## src/rtl/core/fpe_pkg.sv

```systemverilog
// ----------------------------------------------------------------------------
// fpe_pkg
// Types, constants, fragment table and microprogram of the enumerator.
// ----------------------------------------------------------------------------
`timescale 1ns / 1ps
`default_nettype none

package fpe_pkg;

    localparam int MAX_PARTS  = 16;
    localparam int TABLE_SIZE = 100;
    localparam int ROM_DEPTH  = 100;
    localparam int IDX_W      = $clog2(MAX_PARTS);

    typedef struct packed {
        logic       func;
        logic [4:0] part_count;
        logic [4:0] target_mass;
        logic [4:0] target_charge;
    } t_req;

    typedef struct packed {
        logic       found;
        logic [6:0] fragment_number;
        logic [3:0] position;
        logic       last;
    } t_res;

    localparam logic FUNC_INIT   = 1'b0;
    localparam logic FUNC_SEARCH = 1'b1;

    // A in [8:4], Z in [3:0]
    localparam logic [8:0] FRAG_ROM [ROM_DEPTH] = '{
        9'h010, 9'h011, 9'h021, 9'h031, 9'h032,
        9'h042, 9'h052, 9'h053, 9'h062, 9'h063,
        9'h063, 9'h073, 9'h073, 9'h074, 9'h074,
        9'h083, 9'h083, 9'h084, 9'h094, 9'h095,
        9'h0A4, 9'h0A4, 9'h0A4, 9'h0A4, 9'h0A4,
        9'h0A5, 9'h0A5, 9'h0A5, 9'h0A5, 9'h0A5,
        9'h0A6, 9'h0A6, 9'h0B5, 9'h0B5, 9'h0B5,
        9'h0B5, 9'h0B5, 9'h0B5, 9'h0B5, 9'h0B5,
        9'h0B6, 9'h0B6, 9'h0B6, 9'h0B6, 9'h0B6,
        9'h0B6, 9'h0B6, 9'h0B6, 9'h0B6, 9'h0B6,
        9'h0B6, 9'h0C5, 9'h0C5, 9'h0C5, 9'h0C5,
        9'h0C6, 9'h0C6, 9'h0D6, 9'h0D6, 9'h0D6,
        9'h0D6, 9'h0D7, 9'h0E6, 9'h0E6, 9'h0E6,
        9'h0E6, 9'h0E6, 9'h0E7, 9'h0E7, 9'h0E7,
        9'h0E7, 9'h0E7, 9'h0E7, 9'h0E7, 9'h0E7,
        9'h0E7, 9'h0E7, 9'h0F7, 9'h0F7, 9'h0F7,
        9'h0F7, 9'h0F7, 9'h0F7, 9'h0F7, 9'h0F7,
        9'h0F7, 9'h0F7, 9'h0F8, 9'h0F8, 9'h0F8,
        9'h0F8, 9'h0F8, 9'h107, 9'h107, 9'h107,
        9'h107, 9'h108, 9'h108, 9'h108, 9'h108
    };

    localparam logic [8:0] FRAG_ONE = FRAG_ROM[0];

    function automatic logic [8:0] f_frag(input logic [6:0] num);
        logic [8:0] v;
        logic [6:0] ix;
        ix = num - 7'd1;
        v  = '0;
        if (num >= 7'd1 && num <= 7'(ROM_DEPTH)) begin
            v = FRAG_ROM[ix];
        end
        return v;
    endfunction

    function automatic logic [4:0] f_sat_count(input logic [4:0] cnt);
        logic [4:0] v;
        v = cnt;
        if (cnt == 5'd0) begin
            v = 5'd1;
        end else if (cnt > 5'(MAX_PARTS)) begin
            v = 5'(MAX_PARTS);
        end
        return v;
    endfunction

    // ---- microcode ----
    typedef enum logic [1:0] {
        A_IDX,
        A_NB,
        A_TOP
    } t_asel;

    typedef enum logic [2:0] {
        C_ALWAYS,
        C_START,
        C_CUR_GT_MAX,
        C_CUR_GT_NB,
        C_IDX_TOP,
        C_SA_GT,
        C_MISMATCH
    } t_cond;

    typedef logic [4:0] t_step;

    localparam t_step S_IDLE = 5'd0;
    localparam t_step S_INIT = 5'd1;
    localparam t_step S_CHK  = 5'd2;
    localparam t_step S_CHK2 = 5'd3;
    localparam t_step S_LD   = 5'd4;
    localparam t_step S_NB   = 5'd5;
    localparam t_step S_LCMP = 5'd6;
    localparam t_step S_LADD = 5'd7;
    localparam t_step S_LCHK = 5'd8;
    localparam t_step S_LMAT = 5'd9;
    localparam t_step S_LOVR = 5'd10;
    localparam t_step S_RST  = 5'd11;
    localparam t_step S_RST2 = 5'd12;
    localparam t_step S_TCHK = 5'd13;
    localparam t_step S_TADD = 5'd14;
    localparam t_step S_TSA  = 5'd15;
    localparam t_step S_TMAT = 5'd16;
    localparam t_step S_TEXH = 5'd17;
    localparam t_step S_EMIT = 5'd18;
    localparam t_step S_NF   = 5'd19;

    typedef struct packed {
        t_asel asel;
        logic  ld_cur;
        logic  ld_nb;
        logic  cur_inc;
        logic  cur_one;
        logic  sum_sub;
        logic  sum_add;
        logic  wr;
        logic  idx_clr;
        logic  idx_inc;
        logic  do_init;
        logic  emit_hit;
        logic  emit_miss;
        t_cond cond;
        t_step t_true;
        t_step t_false;
    } t_uop;

    typedef struct packed {
        logic cur_gt_max;
        logic cur_gt_nb;
        logic idx_top;
        logic sa_gt;
        logic mismatch;
    } t_flags;

    function automatic t_uop f_ucode(input t_step pc);
        t_uop u;
        u         = '0;
        u.asel    = A_IDX;
        u.cond    = C_ALWAYS;
        u.t_true  = S_IDLE;
        u.t_false = S_IDLE;
        case (pc)
            S_IDLE: begin
                u.cond = C_START; u.t_true = S_CHK; u.t_false = S_INIT;
            end
            S_INIT: begin
                u.do_init = 1'b1;
            end
            S_CHK: begin
                u.asel = A_TOP; u.ld_cur = 1'b1; u.idx_clr = 1'b1; u.t_true = S_CHK2;
            end
            S_CHK2: begin
                u.cond = C_CUR_GT_MAX; u.t_true = S_NF; u.t_false = S_LD;
            end
            S_LD: begin
                u.asel = A_IDX; u.ld_cur = 1'b1; u.t_true = S_NB;
            end
            S_NB: begin
                u.asel = A_NB; u.ld_nb = 1'b1; u.sum_sub = 1'b1; u.cur_inc = 1'b1;
                u.cond = C_IDX_TOP; u.t_true = S_TCHK; u.t_false = S_LCMP;
            end
            S_LCMP: begin
                u.cond = C_CUR_GT_NB; u.t_true = S_RST; u.t_false = S_LADD;
            end
            S_LADD: begin
                u.sum_add = 1'b1; u.wr = 1'b1; u.t_true = S_LCHK;
            end
            S_LCHK: begin
                u.cond = C_SA_GT; u.t_true = S_LOVR; u.t_false = S_LMAT;
            end
            S_LMAT: begin
                u.idx_clr = 1'b1;
                u.cond = C_MISMATCH; u.t_true = S_LD; u.t_false = S_EMIT;
            end
            S_LOVR: begin
                u.sum_sub = 1'b1; u.cur_one = 1'b1; u.t_true = S_RST2;
            end
            S_RST: begin
                u.cur_one = 1'b1; u.t_true = S_RST2;
            end
            S_RST2: begin
                u.sum_add = 1'b1; u.wr = 1'b1; u.idx_inc = 1'b1; u.t_true = S_LD;
            end
            S_TCHK: begin
                u.cond = C_CUR_GT_MAX; u.t_true = S_TEXH; u.t_false = S_TADD;
            end
            S_TADD: begin
                u.sum_add = 1'b1; u.wr = 1'b1; u.t_true = S_TSA;
            end
            S_TSA: begin
                u.cond = C_SA_GT; u.t_true = S_NF; u.t_false = S_TMAT;
            end
            S_TMAT: begin
                u.idx_clr = 1'b1;
                u.cond = C_MISMATCH; u.t_true = S_LD; u.t_false = S_EMIT;
            end
            S_TEXH: begin
                u.wr = 1'b1; u.t_true = S_NF;
            end
            S_EMIT: begin
                u.asel = A_IDX; u.emit_hit = 1'b1; u.idx_inc = 1'b1;
                u.cond = C_IDX_TOP; u.t_true = S_IDLE; u.t_false = S_EMIT;
            end
            S_NF: begin
                u.emit_miss = 1'b1;
            end
            default: begin
                u.t_true = S_IDLE;
            end
        endcase
        return u;
    endfunction

endpackage

`default_nettype wire

```

## src/rtl/core/fpe_seq.sv

```systemverilog
// ----------------------------------------------------------------------------
// fpe_seq
// Step counter and microprogram lookup with two-way conditional jumps.
// ----------------------------------------------------------------------------
`timescale 1ns / 1ps
`default_nettype none

module fpe_seq
    import fpe_pkg::*;
(
    input  wire logic   i_clk,
    input  wire logic   i_rst_n,
    input  wire logic   i_accept,
    input  wire logic   i_func,
    input  wire t_flags i_flags,
    output t_uop        o_uop,
    output logic        o_busy
);

    t_step r_pc;
    t_step n_pc;
    t_uop  uop;
    logic  take;

    always_comb begin
        uop  = f_ucode(r_pc);
        take = 1'b0;
        case (uop.cond)
            C_ALWAYS:     take = 1'b1;
            C_START:      take = i_func;
            C_CUR_GT_MAX: take = i_flags.cur_gt_max;
            C_CUR_GT_NB:  take = i_flags.cur_gt_nb;
            C_IDX_TOP:    take = i_flags.idx_top;
            C_SA_GT:      take = i_flags.sa_gt;
            C_MISMATCH:   take = i_flags.mismatch;
            default:      take = 1'b1;
        endcase
        n_pc = take ? uop.t_true : uop.t_false;
        if (uop.cond == C_START && !i_accept) begin
            n_pc = r_pc;
        end
    end

    always_ff @(posedge i_clk) begin
        if (!i_rst_n) begin
            r_pc <= S_IDLE;
        end else begin
            r_pc <= n_pc;
        end
    end

    assign o_uop  = uop;
    assign o_busy = (r_pc != S_IDLE);

endmodule

`default_nettype wire

```

## src/rtl/core/fragment_partition_enumerator_core.sv

```systemverilog
// ----------------------------------------------------------------------------
// fragment_partition_enumerator_core
// Odometer search for K-fragment splits matching a target mass and charge.
// ----------------------------------------------------------------------------
// Channel   Direction  Handshake                Beat
// request   in         start & !busy            i_in  (t_req)
// result    out        o_res_stb, one cycle     o_res (t_res)
//
// Init beat: busy for the S_INIT step after the accept edge, no result.
// Search beat: data dependent; setup steps S_CHK and S_CHK2, then one pass of the
// microprogram loop per odometer step, reading through the single read port
// of the position registers, then K beats to stream the split (or one for not
// found); each result shows in the cycle after its emit step.
// Reset: synchronous; K = 1, all positions 1.
// Results cannot be stalled; a run of K beats goes out on consecutive cycles.
// ----------------------------------------------------------------------------
`timescale 1ns / 1ps
`default_nettype none

module fragment_partition_enumerator_core
    import fpe_pkg::*;
(
    input  wire logic i_clk,
    input  wire logic i_rst_n,
    input  wire logic start,
    input  wire t_req i_in,
    output logic      busy,
    output logic      o_res_stb,
    output t_res      o_res
);

    t_uop   uop;
    t_flags flags;
    logic   accept;

    logic [6:0]       r_parts [MAX_PARTS];
    logic [6:0]       n_parts [MAX_PARTS];
    logic [4:0]       r_k,   n_k;
    logic [IDX_W-1:0] r_idx, n_idx;
    logic [6:0]       r_cur, n_cur;
    logic [6:0]       r_nb,  n_nb;
    logic [8:0]       r_sa,  n_sa;
    logic [7:0]       r_sz,  n_sz;
    logic [4:0]       r_cnt, r_ta, r_tz;
    logic             r_stb, n_stb;
    t_res             r_res, n_res;

    logic [4:0]       k_m1;
    logic [IDX_W-1:0] rd_addr;
    logic [6:0]       rd_data;
    logic [8:0]       cur_frag;
    logic [4:0]       k_new;
    logic [9:0]       prod_a, prod_z;

    assign accept = start && !busy;

    fpe_seq u_seq (
        .i_clk   (i_clk),
        .i_rst_n (i_rst_n),
        .i_accept(accept),
        .i_func  (i_in.func),
        .i_flags (flags),
        .o_uop   (uop),
        .o_busy  (busy)
    );

    always_comb begin
        k_m1 = r_k - 5'd1;
        case (uop.asel)
            A_IDX:   rd_addr = r_idx;
            A_NB:    rd_addr = r_idx + 1'b1;
            A_TOP:   rd_addr = k_m1[IDX_W-1:0];
            default: rd_addr = r_idx;
        endcase
        rd_data  = r_parts[rd_addr];
        cur_frag = f_frag(r_cur);

        flags.cur_gt_max = (r_cur > 7'(TABLE_SIZE));
        flags.cur_gt_nb  = (r_cur > r_nb);
        flags.idx_top    = ({1'b0, r_idx} == k_m1);
        flags.sa_gt      = (r_sa > {4'd0, r_ta});
        flags.mismatch   = (r_sa != {4'd0, r_ta}) || (r_sz != {3'd0, r_tz});

        k_new  = f_sat_count(r_cnt);
        prod_a = {5'd0, k_new} * {5'd0, FRAG_ONE[8:4]};
        prod_z = {5'd0, k_new} * {6'd0, FRAG_ONE[3:0]};
    end

    always_comb begin
        n_parts = r_parts;
        n_k     = r_k;
        n_idx   = r_idx;
        n_cur   = r_cur;
        n_nb    = r_nb;
        n_sa    = r_sa;
        n_sz    = r_sz;
        n_stb   = 1'b0;
        n_res   = r_res;

        if (uop.ld_cur) begin
            n_cur = rd_data;
        end else if (uop.cur_inc) begin
            n_cur = r_cur + 7'd1;
        end else if (uop.cur_one) begin
            n_cur = 7'd1;
        end
        if (uop.ld_nb) begin
            n_nb = rd_data;
        end
        if (uop.sum_sub) begin
            n_sa = r_sa - {4'd0, cur_frag[8:4]};
            n_sz = r_sz - {4'd0, cur_frag[3:0]};
        end else if (uop.sum_add) begin
            n_sa = r_sa + {4'd0, cur_frag[8:4]};
            n_sz = r_sz + {4'd0, cur_frag[3:0]};
        end
        if (uop.wr) begin
            n_parts[r_idx] = r_cur;
        end
        if (uop.idx_clr) begin
            n_idx = '0;
        end else if (uop.idx_inc) begin
            n_idx = r_idx + 1'b1;
        end
        if (uop.do_init) begin
            for (int i = 0; i < MAX_PARTS; i++) begin
                n_parts[i] = 7'd1;
            end
            n_k  = k_new;
            n_sa = prod_a[8:0];
            n_sz = prod_z[7:0];
        end
        if (uop.emit_hit) begin
            n_stb                 = 1'b1;
            n_res.found           = 1'b1;
            n_res.fragment_number = rd_data;
            n_res.position        = 4'(r_idx);
            n_res.last            = flags.idx_top;
        end else if (uop.emit_miss) begin
            n_stb                 = 1'b1;
            n_res.found           = 1'b0;
            n_res.fragment_number = 7'd0;
            n_res.position        = 4'd0;
            n_res.last            = 1'b1;
        end
    end

    always_ff @(posedge i_clk) begin
        if (!i_rst_n) begin
            for (int i = 0; i < MAX_PARTS; i++) begin
                r_parts[i] <= 7'd1;
            end
            r_k   <= 5'd1;
            r_sa  <= {4'd0, FRAG_ONE[8:4]};
            r_sz  <= {4'd0, FRAG_ONE[3:0]};
            r_idx <= '0;
            r_stb <= 1'b0;
        end else begin
            r_parts <= n_parts;
            r_k     <= n_k;
            r_sa    <= n_sa;
            r_sz    <= n_sz;
            r_idx   <= n_idx;
            r_stb   <= n_stb;
        end
    end

    always_ff @(posedge i_clk) begin
        r_cur <= n_cur;
        r_nb  <= n_nb;
        r_res <= n_res;
        if (accept) begin
            r_cnt <= i_in.part_count;
            r_ta  <= i_in.target_mass;
            r_tz  <= i_in.target_charge;
        end
    end

    assign o_res_stb = r_stb;
    assign o_res     = r_res;

endmodule

`default_nettype wire

```

## config.mk

```make
export PLATFORM = sky130hd
export DESIGN_NAME = fragment_partition_enumerator_core
export DESIGN_NICKNAME = d
export VERILOG_FILES = /design/src/rtl/core/fpe_pkg.sv /design/src/rtl/core/fpe_seq.sv /design/src/rtl/core/fragment_partition_enumerator_core.sv
export SDC_FILE = /design/constraint.sdc
export NUM_CORES = 1
export LEC_CHECK = 0
export ABC_AREA = 1
export ABC_CLOCK_PERIOD_IN_PS = 5000
export BUFFER_PORTS_ARGS = -buffer_cell sky130_fd_sc_hd__buf_2
export CAP_MARGIN = 20
export CORE_ASPECT_RATIO = 1.75
export CORE_MARGIN = 3
export CORE_UTILIZATION = 60
export CTS_CLUSTER_DIAMETER = 60
export DETAILED_ROUTE_END_ITERATION = 8
export PLACE_DENSITY_LB_ADDON = 0.15
export SYNTH_ARGS = -nofsm -noshare
export SYNTH_HDL_FRONTEND = slang
export SYNTH_SLANG_ARGS = --single-unit
```

## constraint.sdc

```tcl
create_clock -name i_clk -period 5 [get_ports i_clk]
set_input_delay 1.25 -clock i_clk [delete_from_list [all_inputs] [get_ports i_clk]]
set_output_delay 1.25 -clock i_clk [all_outputs]
set_load 0.01 [all_outputs]
```

### Yosys cells after proc, flatten, opt, wreduce, memory -nomap -nowiden

Memory sizes are Yosys's and may differ from the RTL's.
Cells that the tools add are included.

| storage, ports and cells | value |
|---|---|
| register bits after elaboration | 186 |
| word-level logic and storage cells | 156 |
| memories | 1 |
| memory bits (writable) | 0 |
| output and inout bits | 15 |
| memory bits (read-only) | 1152 |
| bits in latches | 0 |

| operators by class | value |
|---|---|
| order comparisons | 10 |
| multipliers | 0 |
| bitwise gates (word level) | 4 |
| eq/ne operators | 30 |
| multiplexer cells | 41 |
| add/subtract/negate cells | 8 |
| shifts and indexed selects | 0 |
| divide/modulo/power cells | 0 |
| reduce and logical (&&, ||, !) cells | 30 |

Memory list:

| memory | depth | bits a word | rd ports | clocked after memory_dff | write ports | RTL line | text |
|---|---|---|---|---|---|---|---|
| (no name shown) | 128 | 9 | 1 | 0 | 0 | fpe_pkg.sv:64 | `v = FRAG_ROM[ix];` |

Operators with widths:

| cell | number |
|---|---|
| $bwmux 112 | 1 |
| $pmux 5 s12 | 1 |
| $mux 9 | 5 |
| $mux 7 | 6 |
| $eq 5x4->1 const B | 8 |
| $pmux 5 s8 | 1 |
| $bmux 7 s4 | 1 |
| $demux 7 s4 | 1 |
| $mux 12 | 2 |
| $eq 5x3->1 const B | 4 |
| $eq 5x5->1 const B | 4 |
| $mux 5 | 4 |
| $reduce_or 2->1 | 10 |
| $pmux 3 s6 | 1 |
| $mux 8 | 2 |
| $reduce_or 3->1 | 5 |
| $mux 1 | 12 |
| $eq 5x2->1 const B | 2 |
| $ge 5x5->1 const B | 2 |
| $logic_not 5->1 | 2 |
| $not 4->5 | 2 |
| $add 9x5->9 | 1 |
| $eq 3x3->1 const B | 3 |
| $gt 9x5->1 | 1 |
| other kinds (35) | 42 |

### Logic depth before layout (Yosys ltp)

Gate-level depths: netlist (run 1).

| logic depth | value |
|---|---|
| depth after elaboration | 10 |
| gate-level depth with buffers | 28 |
| mapped depth without buffers | 27 |

### Modules after synthesis

A second synthesis (run 1) with hierarchy kept.

| second synthesis, totals | value |
|---|---|
| cells, all modules | 1394 |
| area, all modules | 10437.5 sq um |

By module, submodules not included:

| module | area each (sq um) | cells each | times used |
|---|---|---|---|
| fragment_partition_enumerator_core | 9666.8 | 1258 | 1 |
| fpe_seq | 770.7 | 136 | 1 |

### Least setup slack after synthesis (run 1)

Ideal clock, no wire load.

| path | value |
|---|---|
| path type | register to register |
| start point | register r_cur[1] |
| end point | register r_sz[7] |
| cell stages (with the launch flop) | 27 |
| setup slack | 873 ps |
| period minus slack after synthesis | 4127 ps |
| path buffers | 2 |
| arrival time | 4015 ps |
| cell sequence | edfxtp_1 clkinv_1 clkbuf_1 ha_1 ha_1 clkbuf_1 nor2_1 inv_1 nand3_1 nand2_1 a21oi_1 nand2_1 ha_1 nor2_1 xnor2_1 inv_1 ha_1 a21oi_1 nand2_1 nand2_1 o311ai_0 nand2_1 nand2_1 nor2_1 nand2_1 nand2_1 nor2_1 |

| between the ends | value |
|---|---|
| cells in the longest elaborated chain, start to end | 9 |
| elaborated cells on any way between the ends | 13 |

RTL lines:

| what | RTL line | text |
|---|---|---|
| start: declaration | fragment_partition_enumerator_core.sv:40 | `logic [6:0] r_cur, n_cur;` |
| start signal: assignment | fragment_partition_enumerator_core.sv:169 | `r_cur <= n_cur;` |
| $sub 7x1->7 | fpe_pkg.sv:61 | `ix = num - 7'd1;` |
| $not 7->8 (not written as such) | fpe_pkg.sv:64 |  |
| $mem_v2 128x9 | - |  |
| $mux 9 (not written as such) (2 in a row) | fpe_pkg.sv:64 |  |
| $mux 9 (*) | fpe_pkg.sv:63 | `if (num >= 7'd1 && num <= 7'(ROM_DEPTH)) begin` |
| $add 8x4->8 | fragment_partition_enumerator_core.sv:115 | `n_sz = r_sz + {4'd0, cur_frag[3:0]};` |
| $mux 8 | fragment_partition_enumerator_core.sv:113 | `end else if (uop.sum_add) begin` |
| $mux 8 (*) | fragment_partition_enumerator_core.sv:110 | `if (uop.sum_sub) begin` |
| end signal: assignment | fragment_partition_enumerator_core.sv:155 | `r_sz <= {4'd0, FRAG_ONE[3:0]};` |
| end signal: assignment | fragment_partition_enumerator_core.sv:162 | `r_sz <= n_sz;` |
| end: declaration | fragment_partition_enumerator_core.sv:43 | `logic [7:0] r_sz, n_sz;` |

Mark *: on every way between the ends. The rest lies on a longest branch, timed or not. The select of a mux whose other input is x is not followed.
A chain may end at the register's enable or synchronous reset.

### Worst setup path after layout (run 1)

| path | value |
|---|---|
| start point | register r_cur[1] |
| end point | register r_sa[5] |

| between the ends | value |
|---|---|
| cells in the longest elaborated chain, start to end | 9 |
| elaborated cells on any way between the ends | 13 |

RTL lines:

| what | RTL line | text |
|---|---|---|
| $sub 7x1->7 | fpe_pkg.sv:61 |  |
| $not 7->8 (not written as such) | fpe_pkg.sv:64 |  |
| $mem_v2 128x9 | - |  |
| $mux 9 (not written as such) (2 in a row) | fpe_pkg.sv:64 |  |
| $mux 9 (*) | fpe_pkg.sv:63 |  |
| $add 9x5->9 | fragment_partition_enumerator_core.sv:114 | `n_sa = r_sa + {4'd0, cur_frag[8:4]};` |
| $mux 9 | fragment_partition_enumerator_core.sv:113 |  |
| $mux 9 (*) | fragment_partition_enumerator_core.sv:110 |  |
| end signal: assignment | fragment_partition_enumerator_core.sv:154 | `r_sa <= {4'd0, FRAG_ONE[8:4]};` |
| end signal: assignment | fragment_partition_enumerator_core.sv:161 | `r_sa <= n_sa;` |
| end: declaration | fragment_partition_enumerator_core.sv:42 | `logic [8:0] r_sa, n_sa;` |

Marks and branches as above.

==> flow_metrics.env, run 1 <==
export IMPL_via_per_inst=5.84
export IMPL_clkPwrFrac=0.239
export IMPL_synth_edf_count=41
export IMPL_drtAntennaViolNets=0
export IMPL_antenna_found_initial=1
export IMPL_die_area_um2=18600
export IMPL_yosysTopAreaCell="dfxtp_1"
export IMPL_p_leak_nw=4.70
export IMPL_start_util=0.617
export IMPL_vias=9420
export IMPL_yosysWarnings=0
export IMPL_synth_common_cells="239 x nand2_1, 157 x a21oi_1, 152 x o21ai_0"
export IMPL_rsz0062_at_grt="no"
export IMPL_cts_clk_slew_worst_paths_ns=0.07
export IMPL_hold_buffers=0
export IMPL_tns_ns=0
export IMPL_hp_class="flip-flop to flip-flop"
export IMPL_ys_ff_latch=186
export IMPL_status="finished, final reports clean"
export IMPL_grt_pass1_wl_mm=44.2
export IMPL_worst_pin_slew_ns=0.857
export IMPL_post_dp_hpwl_mm=19.4
export IMPL_hold_viol=0
export IMPL_placed_cell_area_um2=10500
export IMPL_areaGrowthSynthToFinish_pct=8.66
export IMPL_reg2reg_slack_ns=0.67
export IMPL_diodes=0
export IMPL_numPortBuffers=33
export IMPL_rows=62
export IMPL_finalInstanceArea_um2=11100
export IMPL_register_area_um2=4130
export IMPL_fmax_mhz=231
export IMPL_synthArstFlopShare=0
export IMPL_peakVddDrop_v=0.000293
export IMPL_period_needed_ns=4.33
export IMPL_critPathLaunchType="flip-flop"
export IMPL_yosysSeqAreaShare=0.406
export IMPL_netlist_area_um2=10200
export IMPL_synth_nets=1447
export IMPL_hold_end="r_parts[7]"
export IMPL_yosys_cell_count_top_type="nand2_1"
export IMPL_drtIter0Drc=571
export IMPL_relSlewSlack=0.429
export IMPL_power_switching_mw=2.51
export IMPL_reg2regPathDepth=26
export IMPL_multi_input_area_um2=5310
export IMPL_switching_share=0.433
export IMPL_cts_setup_buffers=0
export IMPL_htree_num_levels=4
export IMPL_cts_root_buf="clkbuf_16"
export IMPL_synth_top_area_share=0.285
export IMPL_worstSkewPairLatency_ns=0.44
export IMPL_core_area_um2=16500
export IMPL_powerDensity_nw_per_um2=523
export IMPL_cts_sinks=186
export IMPL_drtPass1Iterations=6
export IMPL_timing_critical_path_arrival_ns=4.64
export IMPL_holdPathStages=2
export IMPL_drive_gt1_frac=0.0915
export IMPL_synth_area_leaders="dfxtp_1 28%, edfxtp_1 12%, nand2_1 8.8%"
export IMPL_path_class="flip-flop to flip-flop"
export IMPL_r2r_end="r_sa[5]"
export IMPL_cts_buffers_inserted=17
export IMPL_layout_nets=1443
export IMPL_remaining_drc_errors=0
export IMPL_required_ns=5.31
export IMPL_critPathMaxFanout=13
export IMPL_grtUsageTotal=0.299
export IMPL_grt_max_degree=114
export IMPL_gr_total_overflow=0
export IMPL_cts_tree="built"
export IMPL_nFillCells=1482
export IMPL_place_congestion=0.964
export IMPL_wl_per_cell_um=17.2
export IMPL_utilization=0.670
export IMPL_r2r_start="r_cur[1]"
export IMPL_min_from="r_parts[7]"
export IMPL_finalClockSkew_ns=0.00855
export IMPL_synth_distinct_cells=48
export IMPL_io_pins=34
export IMPL_drv_cap=0
export IMPL_syn_area_per_cell_um2=7.39
export IMPL_cts_buffer_depth=2
export IMPL_final_period_utilization=0.866
export IMPL_combPwrFrac=0.457
export IMPL_p_int_mw=3.28
export IMPL_slew_viol_final=0
export IMPL_die_h_um=178
export IMPL_postCtsResizedCells=0
export IMPL_seqPwrFrac=0.304
export IMPL_grt_pass1_vias=8926
export IMPL_cp_end_kind="flip-flop"
export IMPL_synth_main_ff_cell="dfxtp_1"
export IMPL_drt_wl_total_mm=27.7
export IMPL_die_width_um=105
export IMPL_syn_instance_count=1379
export IMPL_setup_viol=0
-- stage by stage --
| step | power (mW) | worst slack, ns | instances | hold WS, ns |
|---|---|---|---|---|
| finish | 5.79 | 0.669 | 1612 | 0.480 |
| global route | 6.20 | 0.156 | 1612 | 0.505 |
| CTS | 5.78 | 0.680 | 1612 | 0.477 |
| detailed placement | 4.39 | 0.781 | 1580 | 0.464 |
| global placement | 4.36 | 0.879 | 1579 | 0.457 |
| floorplan | 3.67 | 0.873 | 1379 | 0.445 |
-- placed cells by master (no fill, tap or decap), drive strengths merged, types with 13 or more instances in the layout --
cell type  instances
nand2            245
o21ai            209
a21oi            158
nor2             155
dfxtp            145
inv              120
nand3             83
ha                47
buf               46
edfxtp            41
o211ai            38
clkbuf            23
nand4             15
nor3              13
-- sequential cells by signal (all words and copies together), names as in the netlist --
name / flops
r_nb: 7
r_k: 5
r_sz: 8
r_tz: 5
r_parts: 112
r_sa: 9
o_res: 13
r_cnt: 5
u_seq.r_pc: 5
o_res_stb: 1
r_cur: 7
r_ta: 5
r_idx: 4
-- logic make-up (layout without fill, tap and decap cells) --
kind of cell / count (synthesis) / count (layout) / synth area share
AOI/OAI and AO/OA: 423 / 423 / 0.223
adders and majority gates: 49 / 49 / 0.0617
and+or+nand+nor: 519 / 519 / 0.221
xor gates and xnor gates: 16 / 16 / 0.0138
buffers and inverters: 186 / 195 / 0.0748
DFF: 186 / 186 / 0.406
-- power by group through the flow --
stage	combinational (mW)	sequential [mW]	clock, mW
finish	2.65	1.76	1.38
global route	2.98	1.77	1.45
CTS	2.63	1.76	1.39
detailed placement	2.60	1.79	0
global placement	2.57	1.79	0
floorplan	1.92	1.76	0
-- area by class of cell --
type                       count  share of cell area
tap                          224              0.0253
clock inverter                 9             0.00893
inverter                     117              0.0399
timing repair buffer          46              0.0263
multi-input combinational   1007               0.480
clock buffer                  23              0.0460
sequential                   186               0.373
-- metal layers --
layer	wire length (um)	share of wire	global-route usage
met1	10300	0.37	0.314
met2	14900	0.54	0.561
met3	1100	0.040	0.0431
met4	1400	0.051	0.176
met5	11	0.00040	0
-- worst max-delay path, stage by stage, from the launching register on --
cell and delay [ns]:
edfxtp_1 0.53, clkinv_1 0.16, ha_1 0.28, ha_1 0.53
inv_1 0.15, nor2_1 0.14, o21bai_1 0.16, nand2_1 0.07
nand3_1 0.07, nand2_1 0.06, nand2_1 0.05, nand2_1 0.04
nand2_1 0.13, ha_1 0.16, inv_1 0.05, nand2_1 0.08
xor2_1 0.15, inv_1 0.06, ha_1 0.33, nand2_1 0.09
nand2_1 0.04, a31oi_1 0.27, nor2_1 0.10, o21ai_0 0.17
nand2_1 0.09, xor2_1 0.16, a21oi_1 0.08
-- worst max-delay path by stage --
stage	start	slack (ns)	depth (start not counted)	end
after floorplan	r_cur[1]	0.87	26	r_sz[7]
after global placement	r_cur[2]	0.88	25	r_sz[7]
after detailed placement	r_cur[1]	0.78	21	r_sa[5]
after CTS	r_cur[1]	0.68	21	r_sa[5]
after global routing	r_cur[1]	0.16	26	r_sa[5]
final	r_cur[1]	0.67	26	r_sa[5]
No activity file was read; power rests on OpenSTA's default activity.
==> run 2, diff against run 1 <==
==> constraint.sdc (replaced) <==
create_clock -name i_clk -period 5 [get_ports i_clk]
set_input_delay 0.25 -clock i_clk [delete_from_list [all_inputs] [get_ports i_clk]]
set_output_delay 0.25 -clock i_clk [all_outputs]
set_load 0.01 [all_outputs]
==> flow_metrics.env, run 2 (synthesis results as in run 1) <==
export IMPL_cp_end_kind="flip-flop"
export IMPL_setup_viol=0
export IMPL_r2r_start="r_cur[1]"
export IMPL_hold_end="r_k[0]"
export IMPL_cpMostUsedCell="nand2_1"
export IMPL_drtAntennaViolNets=0
export IMPL_path_class="flip-flop to flip-flop"
export IMPL_core_area_um2=16500
export IMPL_p_leak_nw=4.78
export IMPL_cp_startpoint="r_cur[1]"
export IMPL_place_congestion=0.944
export IMPL_gr_total_overflow=0
export IMPL_slew_viol_final=0
export IMPL_critPathLaunchType="flip-flop"
export IMPL_wl_per_cell_um=17.0
export IMPL_largest_reg_flops=112
export IMPL_drtIter0Drc=638
export IMPL_pre_cts_ws_ns=0.802
export IMPL_start_util=0.617
export IMPL_rsz0062_at_grt="no"
export IMPL_cts_sinks=186
export IMPL_timing_critical_path_arrival_ns=4.54
export IMPL_post_dp_hpwl_mm=19.5
export IMPL_diodes=0
export IMPL_cpPeakStageDelay_ns=0.54
export IMPL_hold_viol=0
export IMPL_final_cell_mix="238 x nand2_1, 157 x a21oi_1, 152 x o21ai_0, 145 x dfxtp_1, 133 x nor2_1"
export IMPL_holdWs_ns=0.0660
export IMPL_hp_class="primary input to flip-flop"
export IMPL_p_total_mw=5.86
export IMPL_layoutNonFillerInstCount=1627
export IMPL_rows=62
export IMPL_tns_ns=0
export IMPL_worst_pin_slew_ns=0.874
export IMPL_numPortBuffers=33
export IMPL_status="finished, final reports clean"
export IMPL_vias=9497
export IMPL_cts_tree="built"
export IMPL_cts_clk_slew_worst_paths_ns=0.07
export IMPL_remaining_drc_errors=0
export IMPL_cts_setup_buffers=0
export IMPL_worstSkewPairLatency_ns=0.45
export IMPL_cp_slowest_cell="ha_1"
export IMPL_finalWorstSetupSlack_ns=0.772
export IMPL_die_width_um=105
export IMPL_drt_wl_total_mm=27.7
export IMPL_peakVddDrop_v=0.000311
export IMPL_cts_buffers_inserted=17
export IMPL_reg2regPathDepth=26
export IMPL_critPathMaxFanout=13
export IMPL_reg2reg_slack_ns=0.77
export IMPL_antenna_found_initial=0
export IMPL_layout_nets=1458
export IMPL_nFillCells=1431
export IMPL_cts_root_buf="clkbuf_16"
export IMPL_layout_commonest_cell="nand2_1"
export IMPL_period_needed_ns=4.23
export IMPL_regMostFlops="r_parts"
export IMPL_final_period_utilization=0.846
export IMPL_fmax_mhz=237
export IMPL_grt_pass1_wl_mm=44.0
export IMPL_drive_gt1_frac=0.0905
export IMPL_min_from="i_rst_n"
export IMPL_dp_cells=1580
export IMPL_relSlewSlack=0.417
export IMPL_die_area_um2=18600
export IMPL_io_pins=34
export IMPL_die_h_um=178
export IMPL_required_ns=5.31
export IMPL_via_per_inst=5.84
export IMPL_finalClockSkew_ns=0.0123
export IMPL_drv_cap=0
export IMPL_holdPathStages=2
export IMPL_powerDensity_nw_per_um2=521
export IMPL_htree_num_levels=4
export IMPL_cts_buffer_depth=2
export IMPL_grtUsageTotal=0.298
export IMPL_drtPass1Iterations=5
export IMPL_r2r_end="r_sa[5]"
export IMPL_grt_pass1_vias=8979
export IMPL_areaGrowthSynthToFinish_pct=10.5
export IMPL_grt_max_degree=114
run 2: changes by cell type in the layout (fill, tap and decap cells not counted), sizes merged:
| cell | before | now |
|---|---|---|
| bufinv | 1 | 2 |
| clkbuf | 23 | 22 |
| clkinv | 4 | 6 |
| clkinvlp | 1 | 0 |
| dlygate4sd3 | 0 | 15 |
| inv | 120 | 119 |
run 2: final cells by class:
type	count	area, um2	share of cell area
multi-input combinational	1007	5310	0.472
sequential	186	4130	0.367
clock buffer	22	518	0.0460
timing repair buffer	61	442	0.0393
inverter	117	442	0.0393
tap	224	280	0.0249
clock inverter	10	123	0.0109
run 2: what timing repair did:
item / in CTS / in global routing
gates resized for setup: 0 / 0
endpoints found under the hold margin: 15 / 0
hold buffers: 15 / 0
run 2: how the worst max path moves through the flow:
stage | to | slack, ns | depth (start not counted)
finish | r_sa[5] | 0.77 | 26
global route | r_sa[5] | 0.22 | 26
detailed placement | r_sa[5] | 0.80 | 21
CTS | r_sa[5] | 0.77 | 21
global placement | r_sa[8] | 0.87 | 24
floorplan | r_sz[7] | 0.87 | 26
run 2: stage by stage:
| stage | cell area [um2] | util |
|---|---|---|
| 5_1_grt | 11300 | 0.681 |
| 6_report | 11300 | 0.681 |
| 4_1_cts | 11300 | 0.681 |
| 2_1_floorplan | 10200 | - |
| 3_3_place_gp | 10500 | 0.632 |
| 3_5_place_dp | 10500 | 0.633 |
run 2: metal layers:
metal / up-vias / part of all wire / track usage
li1: 4717 / - / -
met1: 4411 / 0.37 / 0.308
met5: - / 0 / 0
met4: 0 / 0.062 / 0.201
met2: 266 / 0.52 / 0.554
met3: 103 / 0.043 / 0.0427
run 2: where the power goes:
group / internal, mW / switching (mW) / total [mW]
combinational: 0.854 / 1.80 / 2.65
sequential: 1.66 / 0.101 / 1.76
clock: 0.846 / 0.601 / 1.45
run 2: worst max-delay path, delay by kind of cell (launching register included):
kind | cells | cell delay, ns
buffers and inverters | 4 | 0.40
DFF | 1 | 0.52
xor gates and xnor gates | 2 | 0.30
and+or+nand+nor | 12 | 0.94
adders and majority gates | 4 | 1.30
AOI/OAI and AO/OA | 4 | 0.63
==> run 3, diff against run 2 <==
ABC_CLOCK_PERIOD_IN_PS = 3900   (was 5000)
clock period = 3.9 ns   (was 5 ns; I/O delays follow)
==> flow_metrics.env, run 3 (synthesis results as in run 1) <==
export IMPL_pre_cts_ws_ns=0.0831
export IMPL_core_area_um2=16500
export IMPL_holdWs_ns=0.0417
export IMPL_layout_nets=1475
export IMPL_drtPass1Iterations=5
export IMPL_status="finished, final reports clean"
export IMPL_grt_pass1_wl_mm=44.4
export IMPL_cp_end_kind="flip-flop"
export IMPL_setup_viol=0
export IMPL_drtAntennaViolNets=0
export IMPL_drv_cap=0
export IMPL_register_area_um2=4130
export IMPL_cts_root_buf="clkbuf_16"
export IMPL_rsz0062_at_grt="yes"
export IMPL_final_period_utilization=0.950
export IMPL_antenna_found_initial=0
export IMPL_cpPeakStageDelay_ns=0.42
export IMPL_cpMostUsedCell="nor2_1"
export IMPL_start_util=0.617
export IMPL_worstSkewPairLatency_ns=0.45
export IMPL_die_width_um=105
export IMPL_finalClockSkew_ns=0.0114
export IMPL_cts_buffers_inserted=17
export IMPL_p_leak_nw=4.82
export IMPL_cp_slowest_cell="edfxtp_1"
export IMPL_peakVddDrop_v=0.000614
export IMPL_multi_input_area_um2=5390
export IMPL_grtUsageTotal=0.300
export IMPL_largest_reg_flops=112
export IMPL_drive_gt1_frac=0.111
export IMPL_htree_num_levels=4
export IMPL_rows=62
export IMPL_path_class="flip-flop to flip-flop"
export IMPL_areaGrowthSynthToFinish_pct=11.7
export IMPL_cts_sinks=186
export IMPL_die_area_um2=18600
export IMPL_post_dp_hpwl_mm=19.7
export IMPL_hold_viol=0
export IMPL_cts_tree="built"
export IMPL_grt_pass1_vias=9152
export IMPL_worst_pin_slew_ns=0.861
export IMPL_remaining_drc_errors=0
export IMPL_layoutNonFillerInstCount=1644
export IMPL_tns_ns=0
export IMPL_slew_viol_final=0
export IMPL_vias=9570
export IMPL_grt_max_degree=114
export IMPL_wl_per_cell_um=17.0
export IMPL_cts_buffer_depth=2
export IMPL_drtIter0Drc=550
export IMPL_powerDensity_nw_per_um2=670
export IMPL_hp_class="primary input to flip-flop"
export IMPL_timing_critical_path_arrival_ns=4.08
export IMPL_regMostFlops="r_parts"
export IMPL_io_pins=34
export IMPL_die_h_um=178
export IMPL_diodes=0
export IMPL_final_cell_mix="235 x nand2_1, 156 x a21oi_1, 148 x o21ai_0, 145 x dfxtp_1, 128 x nor2_1"
export IMPL_fmax_mhz=270
export IMPL_drt_wl_total_mm=27.9
export IMPL_place_congestion=1.04
export IMPL_crit_family="adder cells"
export IMPL_period_needed_ns=3.70
export IMPL_relSlewSlack=0.426
export IMPL_nFillCells=1444
export IMPL_layout_commonest_cell="nand2_1"
export IMPL_numPortBuffers=33
export IMPL_required_ns=4.27
export IMPL_cts_clk_slew_worst_paths_ns=0.07
export IMPL_dp_cells=1593
export IMPL_critPathMaxFanout=7
export IMPL_finalWorstSetupSlack_ns=0.195
export IMPL_path_buf_inv=4
export IMPL_via_per_inst=5.82
export IMPL_gr_total_overflow=0
export IMPL_critPathLaunchType="flip-flop"
export IMPL_path_cells="clkinv_2, ha_4, inv_1, ha_2, nor2_1, nand3_1, nor2_1, nor2_1, nand2_1, nand2_1, nand2_1, nand2_1, ha_1, inv_1, nor2_1, ha_1, o21ai_1, ha_1, buf_4, xor2_1, nor2_1, nor2_1, nand2_1, a21oi_1"
-- run 3: changes by cell type in the layout (fill, tap and decap cells not counted), sizes merged --
cell,delta
buf,+17
clkinv,-2
bufinv,-1
clkbuf,+1
clkinvlp,+1
inv,+1
-- run 3: worst paths after layout --
path | startpoint | depth (start not counted) | end | slack [ns]
worst min-delay path | i_rst_n | 2 | r_k[0] | 0.04
worst min register to register | r_parts[0] | 2 | r_parts[0] | 0.47
worst max register to register | r_cur[1] | 24 | r_sa[4] | 0.20
worst max-delay path | r_cur[1] | 24 | r_sa[4] | 0.20
-- run 3: cell type report --
cell class / count / area share
well taps: 224 / 0.0246
multi-input cells: 1007 / 0.474
clock inverters: 9 / 0.00758
repair buffers: 78 / 0.0517
clock buffers: 23 / 0.0402
flip-flops and latches: 186 / 0.363
inverters: 117 / 0.0389
-- run 3: repair_timing --
| item | CTS | global route |
|---|---|---|
| endpoints found under the hold margin | 15 | 0 |
| hold buffers | 15 | 0 |
| endpoints found under the setup margin | 0 | 10 |
| gates resized for setup | 0 | 28 |
| buffers inserted | 0 | 4 |
-- run 3: stage by stage --
step	util	instance area, um2	total power, mW
after detailed placement	0.639	10600	5.72
after CTS	0.681	11300	7.38
final	0.689	11400	7.62
after global placement	0.639	10600	5.67
after global routing	0.689	11400	8.11
after floorplan	-	10200	4.71
-- run 3: layer usage --
layer,part of all wire,vias up,global-route usage
met5,0,-,0
met4,0.055,0,0.182
met3,0.042,98,0.0424
met2,0.53,311,0.559
met1,0.37,4409,0.316
li1,-,4752,-
-- run 3: power by group --
part | total (mW) | internal, mW | leakage, nW | switching, mW
registers | 2.24 | 2.13 | 1.53 | 0.108
logic | 3.74 | 1.30 | 3.02 | 2.44
clock network | 1.64 | 0.901 | 0.267 | 0.744
